===== config.mk =====
export PLATFORM = sky130hd
export DESIGN_NAME = box_collision_pair_scanner_unit
export DESIGN_NICKNAME = d
export VERILOG_FILES = /design/src/hw/rtl/bcps_pkg.sv /design/src/hw/rtl/box_collision_pair_scanner_unit.sv /design/src/hw/rtl/bcps_cell.sv
export SDC_FILE = /design/constraint.sdc
export NUM_CORES = 2
export LEC_CHECK = 0
export ABC_AREA = 1
export BUFFER_PORTS_ARGS = -buffer_cell sky130_fd_sc_hd__buf_2
export CORE_MARGIN = 4
export CORE_UTILIZATION = 40
export DETAILED_ROUTE_END_ITERATION = 8
export HOLD_SLACK_MARGIN = 0.05
export SLEW_MARGIN = 20
export SYNTH_ARGS = -nofsm -noshare
export SYNTH_HDL_FRONTEND = slang
export SYNTH_SLANG_ARGS = --single-unit

===== constraint.sdc =====
create_clock -name clk -period 66.4 [get_ports clk]
set_input_delay 6.64 -clock clk [delete_from_list [all_inputs] [get_ports clk]]
set_output_delay 6.64 -clock clk [all_outputs]
set_load 0.005 [all_outputs]

===== src/hw/rtl/bcps_pkg.sv =====
// ---------------------------------------------------------------------------
// bcps_pkg
// Types, codes and helper functions for the box collision pair scanner.
// ---------------------------------------------------------------------------
package bcps_pkg;

  localparam int DEFAULT_NUM_SLOTS = 8;
  localparam int MAX_RESULTS       = 28;
  localparam logic [8:0] MATRIX_RESET = 9'd160;

  localparam logic [1:0] FUNC_ADD   = 2'd0;
  localparam logic [1:0] FUNC_MARK  = 2'd1;
  localparam logic [1:0] FUNC_FRAME = 2'd2;
  localparam logic [1:0] FUNC_CLEAR = 2'd3;

  localparam logic [2:0] KIND_ASSIGNED = 3'd0;
  localparam logic [2:0] KIND_FULL     = 3'd1;
  localparam logic [2:0] KIND_ACK      = 3'd2;
  localparam logic [2:0] KIND_PAIR     = 3'd3;
  localparam logic [2:0] KIND_DONE     = 3'd4;

  typedef enum logic {ST_IDLE, ST_SCAN} state_t;

  typedef struct packed {
    logic [1:0]        func;
    logic signed [15:0] rect_x;
    logic signed [15:0] rect_y;
    logic [14:0]       rect_w;
    logic [14:0]       rect_h;
    logic [1:0]        box_type;
    logic              has_listener;
    logic [2:0]        slot_index;
  } in_item_t;

  typedef struct packed {
    logic [2:0] kind;
    logic [2:0] first_slot;
    logic [2:0] second_slot;
    logic       notify_first;
    logic       notify_second;
    logic       last;
  } out_item_t;

  typedef struct packed {
    logic signed [15:0] x;
    logic signed [15:0] y;
    logic [14:0]       w;
    logic [14:0]       h;
    logic [1:0]        ctype;
    logic              listener;
  } box_t;

  typedef struct packed {
    logic valid;
    box_t box;
  } probe_t;

  typedef struct packed {
    logic hit;
    logic na;
    logic nb;
  } hit_t;

  function automatic logic reports(input logic [8:0] m, input logic [1:0] a,
                                   input logic [1:0] b);
    logic [3:0] idx;
    idx = 4'({2'b00, a}) * 4'd3 + 4'({2'b00, b});
    if (a > 2'd2 || b > 2'd2) return 1'b0;
    return m[idx];
  endfunction

  function automatic logic overlap(input box_t p, input box_t q);
    logic signed [16:0] pr, pb, qr, qb;
    pr = 17'(p.x) + $signed({2'b00, p.w});
    pb = 17'(p.y) + $signed({2'b00, p.h});
    qr = 17'(q.x) + $signed({2'b00, q.w});
    qb = 17'(q.y) + $signed({2'b00, q.h});
    if (qr < 17'(p.x) || qb < 17'(p.y) || 17'(q.x) > pr || 17'(q.y) > pb)
      return 1'b0;
    return 1'b1;
  endfunction

endpackage


===== src/hw/rtl/box_collision_pair_scanner_unit.sv =====
// ---------------------------------------------------------------------------
// box_collision_pair_scanner_unit
// Box table with all-pairs overlap scan over a chain of slot cells.
// ---------------------------------------------------------------------------
// Input channel in_valid/in_stall carries one item: add, mark, frame, clear.
// Output channel out_valid/out_stall carries result items; the final one
// of each input item has last set. cfg_wen/cfg_wdata write the notify
// matrix; the user must write it only while the block is idle, as the
// block does not enforce this. Add, mark and clear give one registered
// result, valid in the cycle after acceptance. A frame walks a probe box
// down the cell chain, one pair test per cycle while the output is free:
// each occupied slot but the last loads its box as the probe into the
// next cell, and the probe is tested against every later slot in turn.
// Pair results are held one deep so the last flag can be set; the last
// one leaves when the walk ends.
// One item is in work at a time; a new one is taken when idle and the
// output register is free.
// A stalled output freezes the walk. Reset empties the table, clears all
// marks and loads the matrix with 160.
// ---------------------------------------------------------------------------
module box_collision_pair_scanner_unit import bcps_pkg::*; #(
  parameter int NUM_SLOTS = DEFAULT_NUM_SLOTS
) (
  input  logic      clk,
  input  logic      rst,
  input  logic      in_valid,
  output logic      in_stall,
  input  in_item_t  in_item,
  output logic      out_valid,
  input  logic      out_stall,
  output out_item_t out_item,
  input  logic      cfg_wen,
  input  logic [8:0] cfg_wdata
);

  localparam int IW = (NUM_SLOTS > 1) ? $clog2(NUM_SLOTS) : 1;
  localparam int CW = $clog2(MAX_RESULTS + 1);

  state_t state, state_next;
  logic [8:0] matrix;
  logic [NUM_SLOTS-1:0] slot_valid, slot_doomed;
  logic [IW-1:0] i, probe_idx, free_idx, hit_idx;
  logic [CW-1:0] cnt;
  out_item_t pend;
  logic pend_valid;
  logic out_valid_next;
  out_item_t out_item_next;

  box_t   boxes  [NUM_SLOTS];
  probe_t pin    [NUM_SLOTS];
  probe_t pout   [NUM_SLOTS];
  hit_t   hits   [NUM_SLOTS];
  logic [NUM_SLOTS-1:0] pvalid, cwr;
  box_t   new_box;
  hit_t   hit;
  logic out_free, in_acc, busy, scan_step, scan_end, inject, take_hit, free_found;

  assign new_box = '{x: in_item.rect_x, y: in_item.rect_y, w: in_item.rect_w,
                     h: in_item.rect_h, ctype: in_item.box_type,
                     listener: in_item.has_listener};

  genvar g;
  generate
    for (g = 0; g < NUM_SLOTS; g++) begin : g_cell
      if (g == 0) begin : g_head
        assign pin[g] = '0;
      end else begin : g_body
        assign pin[g] = (inject && i == IW'(g - 1)) ? probe_t'{1'b1, boxes[i]}
                                                     : pout[g-1];
      end
      assign cwr[g]    = in_acc && in_item.func == FUNC_ADD && free_found &&
                         free_idx == IW'(g);
      assign pvalid[g] = pout[g].valid;
      bcps_cell u_cell (
        .clk       (clk),
        .rst       (rst),
        .wr        (cwr[g]),
        .wr_box    (new_box),
        .shift     (scan_step),
        .probe_in  (pin[g]),
        .matrix    (matrix),
        .occupied  (slot_valid[g]),
        .box       (boxes[g]),
        .probe_out (pout[g]),
        .hit       (hits[g])
      );
    end
  endgenerate

  always_comb begin
    free_found = 1'b0;
    free_idx   = '0;
    hit        = '0;
    hit_idx    = '0;
    for (int k = NUM_SLOTS - 1; k >= 0; k--) begin
      if (!slot_valid[k]) begin
        free_found = 1'b1;
        free_idx   = IW'(k);
      end
    end
    for (int k = 0; k < NUM_SLOTS; k++) begin
      hit = hit | hits[k];
      if (hits[k].hit) hit_idx = IW'(k);
    end
  end

  assign out_free  = !out_valid || !out_stall;
  assign in_stall  = !(state == ST_IDLE && out_free);
  assign in_acc    = in_valid && !in_stall;
  assign busy      = |pvalid;
  assign scan_step = state == ST_SCAN && out_free;
  assign scan_end  = scan_step && !busy && i == IW'(NUM_SLOTS - 1);
  assign inject    = scan_step && !busy && i != IW'(NUM_SLOTS - 1) && slot_valid[i];
  assign take_hit  = scan_step && hit.hit && cnt != CW'(MAX_RESULTS);

  always_ff @(posedge clk) begin
    if (rst) state <= ST_IDLE;
    else state <= state_next;
  end

  always_comb begin
    state_next = state;
    unique case (state)
      ST_IDLE: if (in_acc && in_item.func == FUNC_FRAME) state_next = ST_SCAN;
      ST_SCAN: if (scan_end) state_next = ST_IDLE;
      default: state_next = ST_IDLE;
    endcase
  end

  always_comb begin
    out_valid_next = out_valid && out_stall;
    out_item_next  = out_item;
    if (in_acc) begin
      unique case (in_item.func)
        FUNC_ADD: begin
          out_valid_next = 1'b1;
          if (free_found)
            out_item_next = '{kind: KIND_ASSIGNED, first_slot: 3'(free_idx),
                              last: 1'b1, default: '0};
          else
            out_item_next = '{kind: KIND_FULL, last: 1'b1, default: '0};
        end
        FUNC_MARK, FUNC_CLEAR: begin
          out_valid_next = 1'b1;
          out_item_next  = '{kind: KIND_ACK, last: 1'b1, default: '0};
        end
        FUNC_FRAME: ;
        default: ;
      endcase
    end
    if (take_hit && pend_valid) begin
      out_valid_next = 1'b1;
      out_item_next  = pend;
    end
    if (scan_end) begin
      out_valid_next = 1'b1;
      if (pend_valid) begin
        out_item_next      = pend;
        out_item_next.last = 1'b1;
      end else begin
        out_item_next = '{kind: KIND_DONE, last: 1'b1, default: '0};
      end
    end
  end

  always_ff @(posedge clk) begin
    if (rst) begin
      matrix      <= MATRIX_RESET;
      slot_valid  <= '0;
      slot_doomed <= '0;
      out_valid   <= 1'b0;
      pend_valid  <= 1'b0;
      i           <= '0;
      cnt         <= '0;
    end else begin
      if (cfg_wen) matrix <= cfg_wdata;
      out_valid <= out_valid_next;
      out_item  <= out_item_next;
      if (in_acc) begin
        unique case (in_item.func)
          FUNC_ADD: begin
            if (free_found) begin
              slot_valid[free_idx]  <= 1'b1;
              slot_doomed[free_idx] <= 1'b0;
            end
          end
          FUNC_MARK: begin
            for (int k = 0; k < NUM_SLOTS; k++) begin
              if (32'(in_item.slot_index) == k && slot_valid[k])
                slot_doomed[k] <= 1'b1;
            end
          end
          FUNC_CLEAR: begin
            slot_valid  <= '0;
            slot_doomed <= '0;
          end
          FUNC_FRAME: begin
            slot_valid  <= slot_valid & ~slot_doomed;
            slot_doomed <= '0;
            i           <= '0;
            cnt         <= '0;
            pend_valid  <= 1'b0;
          end
          default: ;
        endcase
      end
      if (scan_step && !busy && !scan_end) begin
        i <= i + IW'(1);
        if (inject) probe_idx <= i;
      end
      if (take_hit) begin
        pend <= '{kind: KIND_PAIR, first_slot: 3'(probe_idx),
                  second_slot: 3'(hit_idx), notify_first: hit.na,
                  notify_second: hit.nb, last: 1'b0};
        pend_valid <= 1'b1;
        cnt <= cnt + CW'(1);
      end
      if (scan_end) pend_valid <= 1'b0;
    end
  end

endmodule


===== src/hw/rtl/bcps_cell.sv =====
// ---------------------------------------------------------------------------
// bcps_cell
// One slot: stores a box and tests the probe box passing through it.
// ---------------------------------------------------------------------------
module bcps_cell import bcps_pkg::*; (
  input  logic       clk,
  input  logic       rst,
  input  logic       wr,
  input  box_t       wr_box,
  input  logic       shift,
  input  probe_t     probe_in,
  input  logic [8:0] matrix,
  input  logic       occupied,
  output box_t       box,
  output probe_t     probe_out,
  output hit_t       hit
);

  probe_t probe;
  logic   act, na, nb;

  always_ff @(posedge clk) begin
    if (wr) box <= wr_box;
    if (rst) begin
      probe.valid <= 1'b0;
    end else if (shift) begin
      probe <= probe_in;
    end
  end

  always_comb begin
    act = probe.valid && occupied;
    na  = reports(matrix, probe.box.ctype, box.ctype) && probe.box.listener;
    nb  = reports(matrix, box.ctype, probe.box.ctype) && box.listener;
    hit.hit = act && overlap(probe.box, box) && (na || nb);
    hit.na  = act && na;
    hit.nb  = act && nb;
  end

  assign probe_out = probe;

endmodule


# Word level (Yosys, flattened, before mapping)
# Cells that the tools add are included.
# Widths: inputs -> output; s select.
# totals
regBits	1041
in_bits	84
output_inout_bits	14
wordCells	601
# op_classes
addsub	44
multipliers	14
order_cmp	60
n_eq_ne	35
muxes	147
bitwise_logic	14
n_reduce_logical	162
# op_table
op	count
$add 16x16->17	28
$mux 66	7
$gt 16x17->1	14
$lt 17x16->1	14
$bmux 65 s3	1
$mux 65	2
$mux 1	92
$logic_and 1x1->1	88
$lt 4x5->1 const B	14
$add 4x2->4	14
$bmux 1 s4	14
$mul 2x2->4 const B	14
$mux 12	4
$pmux 8 s3	2
$mux 3	13
$eq 3x3->1 const B	12
$logic_or 1x1->1	36
$reduce_and 3->1	11
$gt 2x2->1 const B	14
$pmux 12 s2	1
$eq 3x2->1 const B	6
$ne 2x2->1 const B	9
$or 3x3->3	6
$and 8x8->8	2
32 further kinds	58

# Longest topological paths before layout
# logic_depth
ltp_word	20
ltp_mapped	35
mapped_depth_nobuf	35

# Modules after synthesis
# Synthesis repeated with hierarchy kept, for this count alone.
# unflattened
hier_cells	10362
area_unflattened_um2	85919.9
# modules_own_cells
module	n_inst	cells_each	area_per_inst_um2	seq_area_each_um2
bcps_cell at g_cell[0].u_cell ...	6	919	8922.3	3923.8
box_collision_pair_scanner_unit	1	2977	14440.1	1411.4
bcps_cell at g_cell[1].u_cell	1	947	8984.9	3923.8
bcps_cell at g_cell[7].u_cell	1	924	8961.1	3923.8

# Worst setup path after synthesis
# Ideal clock, no wire load.
# synth_timing
path_kind	input -> register
start	input port out_stall
end	register g_cell[1].u_cell.probe, in the netlist g_cell[1].u_cell.probe_out[0] (enable)
setup_ns	1.286
arrival_time_ns	26.082
t_required_ns	65.114
slack_ns	39.032
stages	5
path_buffers	0
path_cell_list	nand2_1 -> inv_2 -> nor2_4 -> clkinv_1 -> nor2_1
# synth_via
elab_chain_cells	4
# synth_rtl
element	line_no	source
start, declared	box_collision_pair_scanner_unit.sv:30	input logic out_stall,
$logic_not 1->1	box_collision_pair_scanner_unit.sv:107	assign out_free = !out_valid || !out_stall;
$logic_or 1x1->1	box_collision_pair_scanner_unit.sv:107	
$logic_and 1x1->1	box_collision_pair_scanner_unit.sv:111	assign scan_step = state == ST_SCAN && out_free;
$reduce_and 2->1 (no line)	--	
end signal, assigned	bcps_cell.sv:27	probe <= probe_in;
end, declared	bcps_cell.sv:19	probe_t probe;
# No other way between the ends.
# A chain may end at the register's enable or synchronous reset.

# Worst setup path after layout
# layout_timing
start	input port out_stall
end	output port in_stall
# layout_via
elab_chain_cells	4
# layout_rtl
element	line_no	source
$logic_not 1->1	box_collision_pair_scanner_unit.sv:107	
$logic_or 1x1->1	box_collision_pair_scanner_unit.sv:107	
$logic_and 1x1->1	box_collision_pair_scanner_unit.sv:108	assign in_stall = !(state == ST_IDLE && out_free);
$logic_not 1->1	box_collision_pair_scanner_unit.sv:108	
end, declared	box_collision_pair_scanner_unit.sv:27	output logic in_stall,
# No other way between the ends.

==> flow_summary.yaml <==
clock_tree:
  cts_buffer_depth: 3
  numCtsBuffers: 117
  cts_resized: 0
  clk_latency_ns: 0.77
  holdBufCountCts: 0
  root_buffer: "clkbuf_16"
  clk_pin_slew_ns: 0.06
  cts_max_level: 3
  cts.sinks: 1041
  cts_tree: "done"
  post-cts-setup-buffers: 0
routing:
  first_pass_iters: 7
  routedWlPerCell_um: 21.6
  drc: 0
  wl_mm: 241
  routed_via_density: 5.42
  final_antenna_net_count: 0
  drt_iter0_markers: 6200
  vias: 60400
worst_setup_path:
  path_class: "primary input to output pin"
  crit_arrival_ns: 7.04
  cp-start-kind: "primary input"
  critPathRequiredTime_ns: 59.76
  worstSetupEndpointType: "output pin"
  critPathMaxFanout: 3
run:
  cap_violations: 0
timing:
  fmax_mhz: 73.1
  worst_slack_ns: 52.72
  finalHoldViolCount: 0
  rsz0062_at_grt: "no"
  drv_slew: 0
  period_needed_ns: 13.68
  fin_worst_skew_ns: 0.0498
  period_share: 0.206
  setup-violations-final: 0
  whs_ns: 0.429
  setup_tns_ns: 0
  max-slew-margin-rel: 0.247
  worst_slew_pin_slew_ns: 1.12
placement:
  hpwl_mm: 187
  gp_congestion: 0.948
  dp_cells: 10900
  placed_cell_area_sq_mm: 0.0772
  io_buffers: 97
  place_ws_ns: 52.71
global_routing:
  grtUsageTotal: 0.243
  grt_pass1_wl_mm: 353
  grt-busiest-layer: "met1"
  grt_max_degree: 172
  grt_antenna_before_repair: 29
  grt_use_met2: 0.361
  globalRouteOverflowTotal: 0
  gr-usage-met3: 0.0371
  grt_use_met1: 0.363
  grt_pass1_vias: 56700
yosys:
  syn_avg_cell_area_sq_um: 8.70
  synthTopCellsByArea: "edfxtp_1 40%, ha_1 16%, nand2_1 9.0%"
  netlist.area_leader.share: 0.404
  ys_ff_latch: 1041
  synthTopCellsByCount: "1768 x nand2_1, 1235 x inv_1, 998 x edfxtp_1"
  synth_seq_area_share: 0.416
  synth-edff-count: 998
  yosysMostFrequentCell: "nand2_1"
  synth_top_area_cell: "edfxtp_1"
  synth_nets: 9589
  syn_area_sq_mm: 0.0741
  yosys_warnings: 0
  synth.distinct_cells: 66
  syn_inst: 8524
  ys.flop_type: "edfxtp_1"
  async_reset_ff_frac: 0
floorplanning:
  core_region_area_sq_mm: 0.184
  die_width_um: 438
  io_pins: 98
  fp-row-count: 157
  die-area_sq_mm: 0.192
  die_h_um: 438
  initial_core_util: 0.404
pwr:
  power_density_mw_per_mm2: 18.9
  switching_power_mw: 0.392
  pwr-share-seq: 0.478
  power_leakage_nw: 36.7
  clkPwrFrac: 0.436
  ir_drop_mv: 0.0221
  power_mw: 1.53
  comb_power_share: 0.086
  p_int_mw: 1.14
  p_sw_frac: 0.256
cells_and_area:
  drive_above_1_share: 0.0484
  final_cell_area_sq_mm: 0.0812
  num-nets-final: 9649
  fillers: 17900
  utilization: 0.442
  area_delta_synth_final_pct: 9.50
  fin_cells: 11200
min_path:
  hp-class: "flip-flop to flip-flop"
status:
  status: "finished, final reports clean"
==> sequential cells by signal (all words and copies together), names as in the netlist <==
signal,flops
probe_idx,3
out_item,12
matrix,9
slot_valid,8
pend_valid,1
pend,8
g_cell.u_cell.box,520
i,3
out_valid,1
g_cell.u_cell.probe_out,462
slot_doomed,8
cnt,5
state,1
==> area by class of cell <==
cell class	instances	area, sq um	share of cell area
inverter	1244	4680	0.0577
antenna	13	32.5	0.000401
clock inverter	84	870	0.0107
sequential	1041	30800	0.380
tap	2464	3080	0.0380
multi-input combinational	6035	37800	0.465
timing repair buffer	145	858	0.0106
clock buffer	133	3030	0.0373
==> worst max-delay path, stage by stage <==
cell	delay [ns]
buf_2	0.09
nand2_1	0.10
nand2_1	0.07
buf_2	0.13
==> cell families after synthesis <==
logic type      Yosys count  share of synthesized area
xor+xnor                385                     0.0455
buf+inv                1448                     0.0759
flops                  1041                      0.416
mux                       1                   0.000135
compound gates         1853                      0.138
fa+ha+maj               981                      0.171
simple gates           2815                      0.153
==> placed cells by master (no fill, tap or decap), types with 8 or more instances in the layout <==
cell type   Yosys  layout
o21bai_1       45      45
nor2_2          8       8
o21a_1         32      32
a211oi_1       14      14
xnor2_1       142     142
clkinv_2        0      25
fa_1           56      56
clkbuf_1       89      13
diode_2         0      13
o41ai_1        12      12
clkbuf_16       0     118
bufinv_16       0      12
nor3_1         52      52
or2_2          14      14
nand2_2         7       9
clkinvlp_4      0      15
o21ai_0       641     638
nor2_1        649     640
a21boi_1        8       8
buf_2          92      97
a32o_1         50      50
o21ai_1        71      74
a31oi_1        50      50
dfxtp_1        43      40
edfxtp_1      998     998
nor2_4          1      10
ha_1          925     925
nand3_1       192     191
nand3b_1       12      12
inv_1        1235    1234
nor4_1         16      16
nand4_1        75      75
buf_4           6      47
a21o_1         32      32
a21oi_1       796     796
nand2_1      1768    1765
o21ai_2        10      10
xor2_1        243     243
o22ai_1        61      61
clkinv_1        1      20
==> final timing paths <==
kind                                                                from                          to  slack, ns  cells after the start
worst max-delay path                                           out_stall                    in_stall      52.72                      4
worst min-delay path                              probe_idx[1]$_DFFE_PP_           pend[7]$_DFFE_PP_       0.43                      0
worst max register to register  g_cell[3].u_cell.probe_out[18]$_DFFE_PP_  out_item[11]$_SDFFCE_PN0P_      60.08                     29
worst min register to register                    probe_idx[1]$_DFFE_PP_           pend[7]$_DFFE_PP_       0.43                      0
==> metal layers <==
layer  vias to the layer above  part of all wire  wire length (um)
met1                     28700              0.46            112000
met4                         6             0.030              7160
met3                       334             0.088             21100
met5                         -           0.00019                46
met2                      2347              0.42            101000
li1                      29100                 -                 -
==> power groups by stage <==
| stage | Clock, mW | Combinational (mW) | Sequential (mW) |
|---|---|---|---|
| final | 0.668 | 0.132 | 0.733 |
| after global routing | 0.707 | 0.146 | 0.733 |
| after CTS | 0.679 | 0.130 | 0.733 |
| after detailed placement | 0 | 0.129 | 0.747 |
| after global placement | 0 | 0.127 | 0.747 |
| after floorplan | 0 | 0.0817 | 0.749 |
No activity file was read; power rests on OpenSTA's default activity.
